## src/bvra_pkg.sv

```systemverilog
// shared constants, codes, types and the popcount function of the rank/access block
// no dependencies
package bvra_pkg;

  // sizes, all powers of two
  localparam int unsigned WORD_BITS       = 64;
  localparam int unsigned SUPERBLOCK_BITS = 512;
  localparam int unsigned MAX_BITS        = 65536;

  localparam int unsigned NUM_WORDS       = MAX_BITS / WORD_BITS;
  localparam int unsigned NUM_SB          = MAX_BITS / SUPERBLOCK_BITS;
  localparam int unsigned WORDS_PER_SB    = SUPERBLOCK_BITS / WORD_BITS;

  localparam int unsigned WOFF_W          = $clog2(WORD_BITS);
  localparam int unsigned SB_LOG2         = $clog2(SUPERBLOCK_BITS);
  localparam int unsigned WPS_LOG2        = $clog2(WORDS_PER_SB);
  localparam int unsigned WORD_IDX_W      = $clog2(NUM_WORDS);
  localparam int unsigned SB_IDX_W        = $clog2(NUM_SB);
  localparam int unsigned LEN_W           = $clog2(MAX_BITS) + 1;

  // fixed field widths
  localparam int unsigned POS_W           = 16;
  localparam int unsigned CNT_W           = 17;
  localparam int unsigned IN_TDATA_W      = 24;
  localparam int unsigned OUT_TDATA_W     = 40;

  // action codes
  localparam logic [1:0] ACT_CLEAR  = 2'd0;
  localparam logic [1:0] ACT_APPEND = 2'd1;
  localparam logic [1:0] ACT_QUERY  = 2'd2;

  // status codes
  localparam logic [1:0] STAT_OK    = 2'd0;
  localparam logic [1:0] STAT_RANGE = 2'd1;
  localparam logic [1:0] STAT_FULL  = 2'd2;

  typedef enum logic [1:0] {
    ST_IDLE,
    ST_WORD,
    ST_DONE
  } state_e;

  // one word to count, first bit in the msb
  typedef struct packed {
    logic [WORD_BITS-1:0] word;
    logic [WOFF_W-1:0]    off;
    logic                 last;
  } cnt_req_t;

  typedef struct packed {
    logic [WOFF_W:0] ones;
    logic            bit_value;
  } cnt_rsp_t;

  function automatic logic [WOFF_W:0] popcount(logic [WORD_BITS-1:0] w);
    logic [WOFF_W:0] c;
    c = '0;
    for (int i = 0; i < WORD_BITS; i++) begin
      c = c + (WOFF_W+1)'(w[i]);
    end
    return c;
  endfunction

endpackage

```

## src/bvra_word_count.sv

```systemverilog
// ones count of one word, cut after the queried bit when it is the position's word
// depends on bvra_pkg
module bvra_word_count (
  input  bvra_pkg::cnt_req_t req_i,
  output bvra_pkg::cnt_rsp_t rsp_o
);

  logic [bvra_pkg::WORD_BITS-1:0] ones_mask;
  logic [bvra_pkg::WOFF_W:0]      keep_n;
  logic [bvra_pkg::WOFF_W-1:0]    bit_idx;

  // keep bits from the msb down to and including the offset
  assign keep_n    = {1'b0, req_i.off} + (bvra_pkg::WOFF_W+1)'(1);
  assign ones_mask = req_i.last ? ~({bvra_pkg::WORD_BITS{1'b1}} >> keep_n)
                                : {bvra_pkg::WORD_BITS{1'b1}};
  assign bit_idx   = bvra_pkg::WOFF_W'(bvra_pkg::WORD_BITS - 1) - req_i.off;

  assign rsp_o.ones      = bvra_pkg::popcount(req_i.word & ones_mask);
  assign rsp_o.bit_value = req_i.word[bit_idx];

endmodule

```

## config.mk

```make
export PLATFORM = sky130hd
export DESIGN_NAME = bvra_word_count
export DESIGN_NICKNAME = d
export VERILOG_FILES = /design/src/bvra_pkg.sv /design/src/bvra_word_count.sv
export SDC_FILE = /design/constraint.sdc
export NUM_CORES = 1
export LEC_CHECK = 0
export BUFFER_PORTS_ARGS = -buffer_cell sky130_fd_sc_hd__buf_4
export CAP_MARGIN = 20
export CORE_AREA = 8 8 83 85
export DETAILED_ROUTE_END_ITERATION = 10
export DIE_AREA = 0 0 91 93
export PLACE_DENSITY_LB_ADDON = 0.12
export SYNTH_ARGS = -nofsm -noshare
export SYNTH_HDL_FRONTEND = slang
export SYNTH_SLANG_ARGS = --single-unit
```

## constraint.sdc

```tcl
create_clock -name vclk -period 25.7
set_input_delay 5.14 -clock vclk [all_inputs]
set_output_delay 5.14 -clock vclk [all_outputs]
set_load 0.03 [all_outputs]
```

======== Yosys cells after proc, flatten, opt, wreduce, memory -nomap -nowiden ========
Cells that the tools add are included.
word-level totals
  word-level logic and storage cells ...... 72
  output and inout port bits .............. 8
  bits in registers ....................... 0
operators by class
  add/sub/neg operators ................... 65
  bitwise operators ....................... 2
  shifts and indexed selects .............. 1
  $lt $le $gt $ge ......................... 1
  multiplexer cells ....................... 3
operators by type and width
  cell                                                        number
  adder 7 x 1 -> 7 bit                                        57
  AND 64 bit                                                  1
  two-way mux 64 bit                                          1
  NOT 64 bit                                                  1
  right shift 64 x 7 -> 64 bit, first input constant          1
  adder 6 x 1 -> 7 bit                                        1
  adder 6 x 1 -> 7 bit, second input constant                 1
  less-than comparator 6 x 7 -> 1 bit, second input constant  1
  adder 5 x 1 -> 6 bit                                        1
  binary-select mux 1 bit (select 6 bit)                      1
  subtractor 6 bit, first input constant                      1
  adder 4 x 1 -> 5 bit                                        1
  adder 3 x 1 -> 4 bit                                        1
  adder 2 x 1 -> 3 bit                                        1
  adder 1 x 1 -> 2 bit                                        1
  two-way mux 1 bit                                           1

======== Longest topological paths before layout ========
Gate-level depths: netlist of run 1.
  depth in word-level cells ............... 68
  mapped depth ............................ 28
  mapped depth without buffers ............ 27

======== Least setup slack after synthesis of run 1 ========
Ideal clock, no wire load.
  path kind ............................... input-to-output
  start ................................... in req_i[0] (netlist name)
  end ..................................... out rsp_o[7] (netlist name)
  path buffers ............................ 2
  arrival ................................. 11,720 ps
  path slack .............................. 8,840 ps
  stages on the path ...................... 25
  data required time ...................... 20,560 ps
  path through ............................ clkbuf_1 nor2b_1 clkbuf_1 o21ai_0 and2_1 fa_1 inv_1 fa_1 fa_1 inv_1 fa_1 inv_1 fa_1 fa_1 fa_1 inv_1 fa_1 ha_1 inv_1 fa_1 inv_1 a21oi_1 o21bai_1 a21oi_1 o21bai_1
RTL lines
  element             line                  text
  start: declaration  bvra_word_count.sv:4  input bvra_pkg::cnt_req_t req_i,
  end: declaration    bvra_word_count.sv:5  output bvra_pkg::cnt_rsp_t rsp_o

==> results of run 1 <==
-- Yosys cell counts, types with 2 or more instances --
cell      instances  share of area
and3_1            5          0.011
nand3_1          10          0.017
and2_1            5          0.011
mux2i_1           3          0.010
nor3_1            2         0.0034
a221oi_1          2         0.0060
nor2b_1          10          0.021
xor2_1            2         0.0060
fa_1             54           0.37
a21boi_0          7          0.018
o21ai_0          22          0.038
ha_1             15          0.064
clkbuf_1          9          0.012
nand2_1          49          0.063
mux4_1           10          0.090
a31oi_1           3         0.0064
inv_1            64          0.082
a21oi_1          14          0.024
buf_1             2         0.0026
mux2_2            3          0.012
o21bai_1          3         0.0077
clkbuf_8          2         0.0094
buf_2             2         0.0034
mux4_2            3          0.023
nor2_1            9          0.012
o21a_1            4          0.010
buf_6             2         0.0077
xnor2_1           2         0.0060
a22oi_1           3         0.0077
a21o_1            2         0.0051
o211ai_1          5          0.013
-- kinds of logic (layout without fill, tap and decap cells) --
| family | count (synthesis) | in the layout |
|---|---|---|
| buffers and inverters | 82 | 143 |
| AO/OA/AOI/OAI | 70 | 70 |
| adder cells (fa/ha/maj) | 69 | 69 |
| AND/OR/NAND/NOR | 96 | 96 |
| XOR/XNOR | 4 | 4 |
| multiplexers | 19 | 19 |
-- worst min-delay path, delay by kind of cell --
family / cells / cell delay (ns)
buf+inv: 2 / 0.29
compound gates: 1 / 0.18
-- worst min path at each step --
| stage | from | slack [ns] | end | cells past startpoint |
|---|---|---|---|---|
| after global placement | req_i[6] | 10.75 | rsp_o[0] | 3 |
| after global routing | req_i[6] | 10.75 | rsp_o[0] | 3 |
| after detailed placement | req_i[6] | 10.75 | rsp_o[0] | 3 |
| final | req_i[6] | 10.75 | rsp_o[0] | 3 |
| after CTS | req_i[6] | 10.75 | rsp_o[0] | 3 |
| after floorplan | req_i[6] | 10.59 | rsp_o[0] | 1 |
-- metrics by stage --
step	utilization	cell area [sq um]	hold WS [ns]
floorplan	-	2930	10.59
global placement	0.619	3510	10.75
detailed placement	0.619	3510	10.75
CTS	0.619	3510	10.75
global route	0.619	3510	10.75
finish	0.619	3510	10.75
-- layout make-up --
cell class | instances | area (sq um)
inverter | 64 | 240
fill | 548 | 2160
tap | 75 | 93.8
timing repair buffer | 79 | 593
multi-input combinational | 258 | 2580
-- per-layer routing --
layer / up-vias / GRT usage / wire length [um]
met5: - / 0 / 0
met4: 0 / 0.0273 / 121
met3: 10 / 0.0208 / 618
met2: 136 / 0.379 / 4860
met1: 1333 / 0.303 / 4090
li1: 1248 / - / -
==> flow_metrics.env, run 1 <==
export IMPL_status="finished, final reports clean"
export IMPL_hpwl_um=8410
export IMPL_crit_arrival_ns=12.46
export IMPL_cpMostUsedCell="fa_1"
export IMPL_yosysSeqAreaShare=0
export IMPL_avgSynthCellArea_sq_um=8.62
export IMPL_antenna_found_initial=0
export IMPL_final_common_cell="buf_4"
export IMPL_flops_and_latches=0
export IMPL_final_cells=476
export IMPL_final_nets=543
export IMPL_slowest_stage="fa_1"
export IMPL_setup_viol=0
export IMPL_cp_startpoint="req_i[5]"
export IMPL_required_ns=20.56
export IMPL_fin_tns_setup_ns=0
export IMPL_fmax_ghz=0.0568
export IMPL_fin_ws_ns=8.10
export IMPL_cts_setup_buffers=0
export IMPL_core_area_sq_mm=0.00568
export IMPL_dp_cells=476
export IMPL_layout_common_cells="79 x buf_4, 64 x inv_1, 54 x fa_1, 49 x nand2_1, 22 x o21ai_0"
export IMPL_syn_area_sq_mm=0.00293
export IMPL_wl_per_cell_um=20.4
export IMPL_critPathBufInv=7
export IMPL_synth_fa_ha_area_frac=0.433
export IMPL_antenna_cells=0
export IMPL_grt_pass1_vias=2817
export IMPL_ys_warn_count=0
export IMPL_ys_types=43
export IMPL_max_stage_delay_ns=0.59
export IMPL_io_pins=79
export IMPL_cp_max_fo=13
export IMPL_dr_pass1_iters=5
export IMPL_ff_latch_area_sq_um=0
export IMPL_nClkBuffers=0
export IMPL_tightest_slew_ns=0.832
export IMPL_gr_total_overflow=0
export IMPL_synth_top_family_by_area="adder cells"
export IMPL_cp_start_kind="input port"
export IMPL_synth_area_mux_share=0.135
export IMPL_grt_first_pass_wirelength_um=14800
export IMPL_ant_nets=0
export IMPL_via_per_inst=5.73
export IMPL_first_iter_violations=197
export IMPL_fp_row_count=28
export IMPL_critical_path_top_delay_family="adder cells"
export IMPL_routed_wl_um=9690
export IMPL_setup_worst_path_end_class="primary output"
export IMPL_routabilityCongestion=0.916
export IMPL_num_vias=2727
export IMPL_start_util=0.516
export IMPL_post_place_ws_ns=8.14
export IMPL_syn_nets=480
export IMPL_crit_end="rsp_o[6]"
export IMPL_worstSetupPathType="in2out"
export IMPL_maxCapViolations=0
export IMPL_syn_instance_count=340
export IMPL_cts_hold_buf=0
export IMPL_die_y_um=93
export IMPL_period_share=0.685
export IMPL_die_area_sq_mm=0.00846
export IMPL_ctsResizeCount=0
export IMPL_slew_violations=0
export IMPL_hold_viol_final=0
export IMPL_post_route_min_period_ns=17.60
export IMPL_hold_path_class="in2out"
export IMPL_synth_simple_area_share=0.152
export IMPL_drive_gt1_frac=0.214
export IMPL_grtUsageTotal=0.220
export IMPL_portBuffers=79
export IMPL_rsz0062_at_grt="no"
export IMPL_drc=0
export IMPL_syn_to_final_growth_pct=19.8
export IMPL_cp_depth=25
export IMPL_synth_xor_area_frac=0.0120
export IMPL_grt_max_degree=29
export IMPL_slew_headroom=0.444
export IMPL_die_x_um=91
export IMPL_synth_compound_area_frac=0.151
Power of run 1 is not shown: default switching activity piles up to over one toggle a cycle in this logic, so the estimate is an artifact.
==> run 2: changes to the inputs <==
Clock period 25.7 ns to 17.1 ns, I/O delays scaled along.
==> flow_metrics.env, run 2 (synthesis results as in run 1) <==
export IMPL_status="finished, final reports clean"
export IMPL_gr_total_overflow=0
export IMPL_setup_viol=0
export IMPL_wl_per_cell_um=20.5
export IMPL_fp_row_count=28
export IMPL_flops_and_latches=0
export IMPL_fin_tns_setup_ns=0
export IMPL_die_area_sq_mm=0.00846
export IMPL_core_area_sq_mm=0.00568
export IMPL_cts_hold_buf=0
export IMPL_critical_path_top_delay_family="adder cells"
export IMPL_multi_input_area_sq_mm=0.00258
export IMPL_cp_start_kind="input port"
export IMPL_final_common_cell="buf_4"
export IMPL_fillers=536
export IMPL_crit_arrival_ns=10.72
export IMPL_num_vias=2720
export IMPL_hold_slack_ns=7.30
export IMPL_portBuffers=79
export IMPL_hold_path_class="in2out"
export IMPL_hpwl_um=8420
export IMPL_critPathBufInv=11
export IMPL_antenna_found_initial=0
export IMPL_routed_wl_um=9760
export IMPL_tightest_slew_ns=0.883
export IMPL_grt_pass1_vias=2940
export IMPL_maxCapViolations=0
export IMPL_required_ns=13.68
export IMPL_grt_max_degree=29
export IMPL_grt_first_pass_wirelength_um=15400
export IMPL_period_share=0.827
export IMPL_slew_headroom=0.410
export IMPL_ant_nets=0
export IMPL_via_per_inst=5.71
export IMPL_grtUsageTotal=0.228
export IMPL_routabilityCongestion=0.933
export IMPL_io_pins=79
export IMPL_rsz0062_at_grt="no"
export IMPL_start_util=0.516
export IMPL_ff_latch_area_sq_um=0
export IMPL_dpl_instance_area_sq_mm=0.00351
export IMPL_drc=0
export IMPL_dr_pass1_iters=5
export IMPL_max_stage_delay_ns=0.54
export IMPL_cp_max_fo=13
export IMPL_die_y_um=93
export IMPL_first_iter_violations=229
export IMPL_die_x_um=91
export IMPL_ctsResizeCount=0
export IMPL_setup_worst_path_end_class="primary output"
export IMPL_post_route_min_period_ns=14.14
export IMPL_worstSetupPathType="in2out"
export IMPL_fin_area_sq_mm=0.00351
export IMPL_drive_gt1_frac=0.214
export IMPL_layout_common_cells="79 x buf_4, 64 x inv_1, 54 x fa_1, 49 x nand2_1, 22 x o21ai_0"
export IMPL_slowest_stage="fa_1"
export IMPL_fmax_ghz=0.0707
export IMPL_slew_violations=0
export IMPL_hold_viol_final=0
export IMPL_antenna_cells=0
export IMPL_final_nets=543
export IMPL_nClkBuffers=0
export IMPL_syn_to_final_growth_pct=19.8
export IMPL_cts_setup_buffers=0
-- run 2: cell counts in the layout (fill, tap and decap cells not counted) --
Identical to the previous run, type by type.
-- run 2: cell type report --
type | instances | area share
Multi-Input combinational cell | 258 | 0.736
Timing Repair Buffer | 79 | 0.169
Inverter | 64 | 0.0684
Tap cell | 75 | 0.0267
-- run 2: per-stage QoR --
step,cells,setup WS (ns),util
6_report,476,2.96,0.619
5_1_grt,476,2.61,0.619
4_1_cts,476,3.00,0.619
3_5_place_dp,476,3.05,0.619
3_3_place_gp,476,3.09,0.619
2_1_floorplan,340,3.68,-
-- run 2: worst min-delay path, delay by kind of cell --
family / cells / cell delay [ns]
AO/OA/AOI/OAI: 1 / 0.17
buffers and inverters: 2 / 0.30
-- run 2: layer usage --
| layer | routed length [um] | track usage | vias to the layer above |
|---|---|---|---|
| met1 | 4070 | 0.313 | 1342 |
| li1 | - | - | 1253 |
| met4 | 65 | 0.0136 | 0 |
| met5 | 0 | 0 | - |
| met2 | 5030 | 0.394 | 119 |
| met3 | 592 | 0.0248 | 6 |
-- run 2: worst paths after layout --
| path | from | end | slack, ns | cells past startpoint |
|---|---|---|---|---|
| worst max-delay path | req_i[5] | rsp_o[7] | 2.96 | 29 |
| worst min-delay path | req_i[6] | rsp_o[0] | 7.30 | 3 |
Power of run 2 is left out for the same reason.
==> run 3: changes to the inputs <==
Clock period 17.1 ns to 14.56 ns, I/O delays scaled along.
==> flow_metrics.env, run 3 (synthesis results as in run 1) <==
export IMPL_antenna_cells=0
export IMPL_hpwl_um=8470
export IMPL_flops_and_latches=0
export IMPL_tightest_slew_ns=0.836
export IMPL_cts_hold_buf=0
export IMPL_nClkBuffers=0
export IMPL_portBuffers=79
export IMPL_crit_arrival_ns=10.17
export IMPL_period_share=0.898
export IMPL_via_per_inst=5.78
export IMPL_final_common_cell="buf_4"
export IMPL_slew_headroom=0.441
export IMPL_cp_max_fo=13
export IMPL_grt_util_met1=0.294
export IMPL_slew_violations=0
export IMPL_post_route_min_period_ns=13.08
export IMPL_grt_pass1_vias=2881
export IMPL_met2_usage=0.392
export IMPL_cts_setup_buffers=0
export IMPL_routed_wl_um=9780
export IMPL_grtUsageTotal=0.223
export IMPL_core_area_sq_mm=0.00568
export IMPL_die_y_um=93
export IMPL_fmax_ghz=0.0765
export IMPL_die_area_sq_mm=0.00846
export IMPL_grt_max_degree=29
export IMPL_antenna_found_initial=0
export IMPL_fillers=555
export IMPL_whs_path_depth=3
export IMPL_routabilityCongestion=0.916
export IMPL_hp_start="req_i[6]"
export IMPL_io_pins=79
export IMPL_layout_common_cells="79 x buf_4, 64 x inv_1, 54 x fa_1, 49 x nand2_1, 22 x o21ai_0"
export IMPL_maxCapViolations=0
export IMPL_start_util=0.516
export IMPL_holdPathEnd="rsp_o[0]"
export IMPL_setup_worst_path_end_class="primary output"
export IMPL_ant_nets=0
export IMPL_ff_latch_area_sq_um=0
export IMPL_grt_first_pass_wirelength_um=15000
export IMPL_setup_viol=0
export IMPL_slowest_stage="fa_1"
export IMPL_cp_start_kind="input port"
export IMPL_die_x_um=91
export IMPL_num_vias=2750
export IMPL_grt_busiest_layer="met2"
export IMPL_status="finished, final reports clean"
export IMPL_worstSetupPathType="in2out"
export IMPL_wl_per_cell_um=20.6
export IMPL_required_ns=11.65
export IMPL_max_stage_delay_ns=0.55
export IMPL_syn_to_final_growth_pct=19.8
export IMPL_drive_gt1_frac=0.214
export IMPL_dr_pass1_iters=5
export IMPL_gr_total_overflow=0
export IMPL_drc=0
export IMPL_fin_tns_setup_ns=0
export IMPL_hold_viol_final=0
export IMPL_final_nets=543
export IMPL_first_iter_violations=228
export IMPL_multi_input_area_sq_mm=0.00258
export IMPL_use_met3=0.0313
export IMPL_fp_row_count=28
export IMPL_ctsResizeCount=0
export IMPL_hold_path_class="in2out"
export IMPL_rsz0062_at_grt="no"
[run 3: cell counts in the layout (fill, tap and decap cells not counted)]
No cell type changed its count.
[run 3: metal layers]
metal	up-vias	routed length, um
li1	1254	-
met1	1335	4010
met2	147	4960
met3	14	686
met4	0	122
met5	-	0
[run 3: worst max path at each step]
stage	startpoint	to	slack, ns	depth (start not counted)
floorplan	req_i[0]	rsp_o[7]	2.16	25
finish	req_i[5]	rsp_o[7]	1.48	29
global placement	req_i[6]	rsp_o[7]	1.57	28
detailed placement	req_i[5]	rsp_o[7]	1.53	29
CTS	req_i[5]	rsp_o[7]	1.51	29
global route	req_i[6]	rsp_o[7]	1.09	28
[run 3: final cells by class]
cell class | instances | area share
tap | 75 | 0.0267
multi-input combinational | 258 | 0.736
timing repair buffer | 79 | 0.169
inverter | 64 | 0.0684
[run 3: worst max-delay path: cells and delay by family]
family	cells	cell delay (ns)
fa+ha+maj	10	4.67
simple gates	3	0.70
compound gates	5	0.72
buf+inv	11	1.16
[run 3: through the flow]
stage / worst slack, ns / hold slack [ns] / utilization / cells / area (sq um)
2_1_floorplan: 2.16 / 6.13 / - / 340 / 2930
3_3_place_gp: 1.57 / 6.29 / 0.619 / 476 / 3510
3_5_place_dp: 1.53 / 6.29 / 0.619 / 476 / 3510
4_1_cts: 1.51 / 6.29 / 0.619 / 476 / 3510
5_1_grt: 1.09 / 6.30 / 0.619 / 476 / 3510
6_report: 1.48 / 6.29 / 0.619 / 476 / 3510
Power of run 3 is left out for the same reason.
